### src/sv/idq_pkg.sv
package idq_pkg;

  localparam int CAPACITY = 16;
  localparam int ADDR_W   = $clog2(CAPACITY);
  localparam int CNT_W    = 5;
  localparam int DATA_W   = 32;
  localparam int POS_W    = 4;
  localparam int FUNC_W   = 3;
  localparam int STAT_W   = 2;

  localparam int S_TDATA_W = ((DATA_W + POS_W + 7) / 8) * 8;
  localparam int M_TDATA_W = ((DATA_W + CNT_W + 7) / 8) * 8;

  localparam logic [CNT_W-1:0] FULL_COUNT = CNT_W'(CAPACITY);

  typedef enum logic [FUNC_W-1:0] {
    FN_PUSH_BACK  = 3'd0,
    FN_PUSH_FRONT = 3'd1,
    FN_POP_BACK   = 3'd2,
    FN_POP_FRONT  = 3'd3,
    FN_READ       = 3'd4,
    FN_WRITE      = 3'd5
  } func_t;

  typedef enum logic [STAT_W-1:0] {
    ST_OK    = 2'd0,
    ST_FULL  = 2'd1,
    ST_EMPTY = 2'd2,
    ST_RANGE = 2'd3
  } status_t;

  typedef struct packed {
    logic                     we;
    logic                     re;
    logic [ADDR_W-1:0]        addr;
    logic signed [DATA_W-1:0] wdata;
  } mem_req_t;

endpackage

### src/sv/idq_ram.sv
module idq_ram (
  input  logic                              clk,
  input  idq_pkg::mem_req_t                 req,
  output logic signed [idq_pkg::DATA_W-1:0] rd_data
);

  logic signed [idq_pkg::DATA_W-1:0] mem [idq_pkg::CAPACITY];

  always_ff @(posedge clk) begin
    if (req.we) begin
      mem[req.addr] <= req.wdata;
    end
    if (req.re) begin
      rd_data <= mem[req.addr];
    end
  end

endmodule

### src/sv/idq_ctrl.sv
module idq_ctrl (
  input  logic                              clk,
  input  logic                              rst,
  input  logic                              s_tvalid,
  output logic                              s_tready,
  input  logic [idq_pkg::FUNC_W-1:0]        func,
  input  logic signed [idq_pkg::DATA_W-1:0] value,
  input  logic [idq_pkg::POS_W-1:0]         position,
  output logic                              m_tvalid,
  input  logic                              m_tready,
  output logic signed [idq_pkg::DATA_W-1:0] data,
  output logic [idq_pkg::CNT_W-1:0]         count,
  output logic [idq_pkg::STAT_W-1:0]        status,
  output idq_pkg::mem_req_t                 mem_req,
  input  logic signed [idq_pkg::DATA_W-1:0] rd_data
);

  typedef enum logic [1:0] {IDLE, RD, HOLD} state_t;

  state_t                            state;
  logic [idq_pkg::ADDR_W-1:0]        head;
  logic [idq_pkg::ADDR_W-1:0]        head_next;
  logic [idq_pkg::CNT_W-1:0]         used;
  logic [idq_pkg::CNT_W-1:0]         used_next;
  idq_pkg::status_t                  stat_next;
  logic                              need_rd;
  logic                              accept;
  logic                              out_free;
  logic                              out_load;
  logic signed [idq_pkg::DATA_W-1:0] pend_data;
  logic [idq_pkg::CNT_W-1:0]         pend_count;
  logic [idq_pkg::STAT_W-1:0]        pend_status;
  logic                              full;
  logic                              empty;
  logic                              out_of_range;
  logic [idq_pkg::ADDR_W-1:0]        used_lo;

  assign s_tready     = (state == IDLE);
  assign accept       = s_tvalid && s_tready;
  assign out_free     = !m_tvalid || m_tready;
  assign out_load     = out_free && (((state == IDLE) && accept && !need_rd) ||
                                     (state == RD) || (state == HOLD));
  assign full         = (used == idq_pkg::FULL_COUNT);
  assign empty        = (used == '0);
  assign out_of_range = (idq_pkg::CNT_W'(position) >= used);
  assign used_lo      = used[idq_pkg::ADDR_W-1:0];

  // decode one request against head and count
  always_comb begin
    mem_req       = '0;
    mem_req.wdata = value;
    head_next     = head;
    used_next     = used;
    stat_next     = idq_pkg::ST_OK;
    need_rd       = 1'b0;
    unique case (func)
      idq_pkg::FN_PUSH_BACK: begin
        if (full) begin
          stat_next = idq_pkg::ST_FULL;
        end else begin
          mem_req.we   = accept;
          mem_req.addr = head + used_lo;
          used_next    = used + 1'b1;
        end
      end
      idq_pkg::FN_PUSH_FRONT: begin
        if (full) begin
          stat_next = idq_pkg::ST_FULL;
        end else begin
          mem_req.we   = accept;
          mem_req.addr = head - 1'b1;
          head_next    = head - 1'b1;
          used_next    = used + 1'b1;
        end
      end
      idq_pkg::FN_POP_BACK: begin
        if (empty) begin
          stat_next = idq_pkg::ST_EMPTY;
        end else begin
          mem_req.re   = accept;
          mem_req.addr = head + used_lo - 1'b1;
          used_next    = used - 1'b1;
          need_rd      = 1'b1;
        end
      end
      idq_pkg::FN_POP_FRONT: begin
        if (empty) begin
          stat_next = idq_pkg::ST_EMPTY;
        end else begin
          mem_req.re   = accept;
          mem_req.addr = head;
          head_next    = head + 1'b1;
          used_next    = used - 1'b1;
          need_rd      = 1'b1;
        end
      end
      idq_pkg::FN_READ: begin
        if (out_of_range) begin
          stat_next = idq_pkg::ST_RANGE;
        end else begin
          mem_req.re   = accept;
          mem_req.addr = head + position[idq_pkg::ADDR_W-1:0];
          need_rd      = 1'b1;
        end
      end
      idq_pkg::FN_WRITE: begin
        if (out_of_range) begin
          stat_next = idq_pkg::ST_RANGE;
        end else begin
          mem_req.we   = accept;
          mem_req.addr = head + position[idq_pkg::ADDR_W-1:0];
        end
      end
      default: begin
      end
    endcase
  end

  always_ff @(posedge clk) begin
    if (rst) begin
      state    <= IDLE;
      head     <= '0;
      used     <= '0;
      m_tvalid <= 1'b0;
    end else begin
      if (out_load) begin
        m_tvalid <= 1'b1;
      end else if (m_tvalid && m_tready) begin
        m_tvalid <= 1'b0;
      end
      unique case (state)
        IDLE: begin
          if (accept) begin
            head        <= head_next;
            used        <= used_next;
            pend_count  <= used_next;
            pend_status <= stat_next;
            pend_data   <= '0;
            if (need_rd) begin
              state <= RD;
            end else if (out_free) begin
              data     <= '0;
              count    <= used_next;
              status   <= stat_next;
            end else begin
              state <= HOLD;
            end
          end
        end
        RD: begin
          pend_data <= rd_data;
          if (out_free) begin
            data     <= rd_data;
            count    <= pend_count;
            status   <= pend_status;
            state    <= IDLE;
          end else begin
            state <= HOLD;
          end
        end
        HOLD: begin
          if (out_free) begin
            data     <= pend_data;
            count    <= pend_count;
            status   <= pend_status;
            state    <= IDLE;
          end
        end
        default: begin
          state <= IDLE;
        end
      endcase
    end
  end

endmodule

### src/sv/indexed_double_ended_queue_top.sv
// indexed double-ended queue of 16 signed 32-bit elements
// input channel s_*: one request per transfer
//   s_tuser carries the operation: push back, push front, pop back, pop front,
//   read at index, write at index
//   s_tdata carries the element and the index counted from the front
// output channel m_*: exactly one result per request, in request order
//   m_tdata carries the element read or removed (zero otherwise) and the count
//   after the operation; m_tuser carries the status
//   (ok, full push dropped, empty pop, index out of range)
// pushes, writes and errors load the result register directly; pops and
//   reads first pass through the registered read of the element ram
// throughput: one request per cycle for pushes, writes and errors while the
//   result register is free; the control accepts a new request only once
//   the previous one has left for the result register
// reset: rst (synchronous) empties the queue and drops any pending result;
//   the ram contents are not cleared
// when m_tready is low the result holds, one more result waits in a hold
//   stage, and s_tready then stays low until the result register frees up
module indexed_double_ended_queue_top (
  input  logic                              clk,
  input  logic                              rst,
  input  logic                              s_tvalid,
  output logic                              s_tready,
  input  logic [idq_pkg::S_TDATA_W-1:0]     s_tdata,  // value, position, zero pad
  input  logic [idq_pkg::FUNC_W-1:0]        s_tuser,  // func
  output logic                              m_tvalid,
  input  logic                              m_tready,
  output logic [idq_pkg::M_TDATA_W-1:0]     m_tdata,  // data, count, zero pad
  output logic [idq_pkg::STAT_W-1:0]        m_tuser   // status
);

  idq_pkg::mem_req_t                 mem_req;
  logic signed [idq_pkg::DATA_W-1:0] rd_data;
  logic signed [idq_pkg::DATA_W-1:0] value;
  logic [idq_pkg::POS_W-1:0]         position;
  logic signed [idq_pkg::DATA_W-1:0] data;
  logic [idq_pkg::CNT_W-1:0]         count;

  assign value    = s_tdata[idq_pkg::DATA_W-1:0];
  assign position = s_tdata[idq_pkg::DATA_W +: idq_pkg::POS_W];
  assign m_tdata  = idq_pkg::M_TDATA_W'({count, data});

  idq_ctrl u_ctrl (
    .clk      (clk),
    .rst      (rst),
    .s_tvalid (s_tvalid),
    .s_tready (s_tready),
    .func     (s_tuser),
    .value    (value),
    .position (position),
    .m_tvalid (m_tvalid),
    .m_tready (m_tready),
    .data     (data),
    .count    (count),
    .status   (m_tuser),
    .mem_req  (mem_req),
    .rd_data  (rd_data)
  );

  idq_ram u_ram (
    .clk     (clk),
    .req     (mem_req),
    .rd_data (rd_data)
  );

endmodule

### config.mk
export PLATFORM = sky130hd
export DESIGN_NAME = indexed_double_ended_queue_top
export DESIGN_NICKNAME = d
export VERILOG_FILES = /design/src/sv/idq_pkg.sv /design/src/sv/idq_ram.sv /design/src/sv/idq_ctrl.sv /design/src/sv/indexed_double_ended_queue_top.sv
export SDC_FILE = /design/constraint.sdc
export NUM_CORES = 1
export LEC_CHECK = 0
export ABC_AREA = 1
export BUFFER_PORTS_ARGS = -buffer_cell sky130_fd_sc_hd__buf_4
export CAP_MARGIN = 5
export CORE_AREA = 3 3 226 228
export CTS_BUF_LIST = sky130_fd_sc_hd__clkbuf_16
export DETAILED_ROUTE_END_ITERATION = 7
export DIE_AREA = 0 0 229 231
export PLACE_DENSITY = 0.79
export RECOVER_POWER = 25
export SLEW_MARGIN = 0
export SYNTH_ARGS = -nofsm -noshare
export SYNTH_HDL_FRONTEND = slang
export SYNTH_HIERARCHICAL = 1
export SYNTH_SLANG_ARGS = --single-unit
### constraint.sdc
create_clock -name clk -period 4.9 [get_ports clk]
set_clock_uncertainty 0.1 [all_clocks]
set_input_delay 1.225 -clock clk [delete_from_list [all_inputs] [get_ports clk]]
set_output_delay 1.225 -clock clk [all_outputs]
set_load 0.005 [all_outputs]
==> results.sh <==
export IMPL_drt_iter0_drc=1961
export IMPL_synth_most_common_cell="nand2_1"
export IMPL_ios=91
export IMPL_hold_path_startpoint="u_ctrl/pend_count[0]"
export IMPL_crit_fanout=22
export IMPL_cp_required_ns=5.11
export IMPL_dp_slack_ns=0.236
export IMPL_p_total_mw=13.8
export IMPL_fin_setup_tns_ns=0
export IMPL_hold_class="reg -> reg"
export IMPL_r2r_start="u_ctrl/used[0]"
export IMPL_async_flop_share_pct=0
export IMPL_cts_sinks=634
export IMPL_placementRows=81
export IMPL_port_buffers=83
export IMPL_multiInputGateArea_sq_um=7180
export IMPL_final_max_slew_viol_count=0
export IMPL_dieArea_sq_um=52900
export IMPL_crit_arrival_ns=4.45
export IMPL_p_leak_nw=12.8
export IMPL_clk_transition_reported_paths_ns=0.06
export IMPL_ys_flop_type="edfxtp_1"
export IMPL_dpl_cell_count=3278
export IMPL_drive_gt1_share_pct=9.10
export IMPL_crit_path_top_delay_cell="nor2_4"
export IMPL_synth_area_leaders="edfxtp_1 68%, nand2_1 20%, inv_1 1.9%"
export IMPL_power_density_nw_per_um2=453
export IMPL_cts_setup_buffers=0
export IMPL_min_period_over_period_pct=86.7
export IMPL_drtAntennaViolNets=0
export IMPL_grt_pass1_wl_mm=94.1
export IMPL_relSlewSlack_pct=24.8
export IMPL_seqCellArea_sq_um=18900
export IMPL_syn_area_sq_um=27500
export IMPL_whs_ns=0.430
export IMPL_setup_viol=0
export IMPL_initial_utilization_pct=56.1
export IMPL_finalWorstSetupSlack_ns=0.654
export IMPL_fin_util_pct=62.2
export IMPL_antenna_found_initial=2
export IMPL_maxCapViolCount=0
export IMPL_cts_resized=0
export IMPL_seq_area_frac_synth_pct=68.8
export IMPL_worstSetupPathType="reg -> reg"
export IMPL_grt_max_degree=209
export IMPL_post_drt_via_cell_ratio=5.31
export IMPL_cp_slowest_stage_delay_ns=0.84
export IMPL_finalCriticalPeriod_ns=4.25
export IMPL_cp_end_kind="flip-flop"
export IMPL_place_congestion=0.851
export IMPL_drt_pre_antenna_iters=5
export IMPL_nFillCells=3645
export IMPL_numCtsBuffers=60
export IMPL_hpwl_mm=34.3
export IMPL_synth_warnings=6
export IMPL_cts_htree_levels=2
export IMPL_cts_tree="yes"
export IMPL_synthTopCellsByCount="1500 x nand2_1, 622 x edfxtp_1, 138 x inv_1"
export IMPL_fmax_ghz=0.236
export IMPL_hold_viol_final=0
export IMPL_critPathLaunchType="flip-flop"
export IMPL_ctsHoldBuffers=0
export IMPL_postPlaceCellArea_sq_um=28600
export IMPL_final_nets=2745
export IMPL_die_y_um=231
export IMPL_core_area_sq_um=49100
export IMPL_yosysTopAreaCellShare_pct=67.9
export IMPL_worstPathCellList="ha_1, fa_1, inv_1, ha_1, xor2_1, nand2_1, o21ai_0, a22oi_1, o21ai_0, inv_1, nand2_1, nor2_4, buf_4"
export IMPL_synth_edf_count=622
export IMPL_area_growth_pct=11.0
export IMPL_grt_pass1_vias=17700
export IMPL_syn_inst=2631
export IMPL_drt_total_wl_mm=60.4
export IMPL_critPathLaunch="u_ctrl/used[0]"
export IMPL_yosysUniqueCellTypes=44
export IMPL_tightest_slew_ns=1.13
export IMPL_wl_per_cell_um=17.8
export IMPL_outcome="finished, final reports clean"
export IMPL_avgSynthCellArea_sq_um=10.5
export IMPL_postLayoutCellArea_sq_um=30500
export IMPL_clk_insertion_delay_late_ns=0.62
export IMPL_grt_ovfl_total=0
export IMPL_yosysTopAreaCell="edfxtp_1"
export IMPL_cts_root_buf="clkbuf_16"
export IMPL_rsz0062_at_grt="false"
export IMPL_ir_worst_vdd_uv=344
export IMPL_clockBufferDepth=3
export IMPL_gr_usage_all_layers_pct=22.7
export IMPL_via_count=18000
export IMPL_die_w_um=229
export IMPL_drt_drc_violations_left=0
export IMPL_fin_cells=3391
export IMPL_ys_ff_latch=634
==> final timing paths <==
kind,end,slack [ns],cells past startpoint
worst max-delay path,u_ram/mem[9][12],0.65,13
worst min register to register,u_ctrl/count[0],0.43,2
worst max register to register,u_ram/mem[9][12],0.65,13
worst min-delay path,u_ctrl/count[0],0.43,2
==> critical path, delay by kind of cell, from the launching register on <==
| kind | cells | cell delay (ns) |
|---|---|---|
| buffers and inverters | 3 | 0.60 |
| and+or+nand+nor | 3 | 1.17 |
| DFF | 1 | 0.42 |
| AOI/OAI and AO/OA | 3 | 0.44 |
| adders and majority gates | 3 | 0.99 |
| xor gates and xnor gates | 1 | 0.17 |
==> placed cells by master, fill, tap and decap left out, types with 10 or more instances in the layout <==
| cell type | n |
|---|---|
| clkinv_1 | 10 |
| bufinv_16 | 10 |
| ha_1 | 20 |
| clkbuf_16 | 60 |
| clkinv_2 | 13 |
| a21oi_1 | 46 |
| edfxtp_1 | 622 |
| nand2_1 | 1500 |
| nand3_1 | 23 |
| nor2_1 | 15 |
| dfxtp_1 | 12 |
| inv_1 | 148 |
| o21ai_0 | 12 |
| buf_12 | 11 |
| clkbuf_1 | 26 |
| buf_4 | 95 |
| nor2_4 | 20 |
| xor2_1 | 10 |
==> logic make-up after synthesis <==
kind of cell             after synthesis  share of synthesized area, %
buffers and inverters                297                          5.75
other                                  1                        0.0136
AO/OA/AOI/OAI                         82                          1.77
flip-flops                           634                          68.8
adder cells (fa/ha/maj)               22                          1.06
XOR/XNOR                              16                         0.537
AND/OR/NAND/NOR                     1579                          22.1
==> layout make-up <==
class / count / share of cell area, %
antenna: 2 / 0.0164
tap: 664 / 2.72
sequential: 634 / 62.0
clock inverter: 51 / 1.67
multi-input combinational: 1702 / 23.5
inverter: 146 / 1.82
clock buffer: 60 / 4.92
timing repair buffer: 132 / 3.38
==> per-layer routing <==
| metal | share of wire (%) | global-route usage, % | vias up | routed length [um] |
|---|---|---|---|---|
| met2 | 49 | 37.9 | 814 | 29300 |
| met5 | 0 | 0 | - | 0 |
| li1 | - | - | 8545 | - |
| met4 | 3.2 | 9.33 | 0 | 1930 |
| met1 | 40 | 29.7 | 8492 | 24000 |
| met3 | 8.4 | 3.94 | 145 | 5090 |
==> where the power goes <==
part | total [mW] | internal, mW | switching, mW | leakage [nW]
registers | 6.39 | 6.29 | 0.0989 | 5.75
clock network | 4.70 | 2.75 | 1.95 | 1.03
logic | 2.75 | 0.783 | 1.96 | 5.99
total | 13.8 | 9.83 | 4.01 | 12.8
==> registers in the layout (all words and copies together) (netlist names), 4 cells and up <==
register           count
u_ctrl/pend_count      5
u_ram/rd_data         32
u_ram/mem            512
u_ctrl/count           5
u_ctrl/pend_data      32
u_ctrl/head            4
u_ctrl/data           32
u_ctrl/used            5
Note: power is estimated with default switching activity, not from simulation.
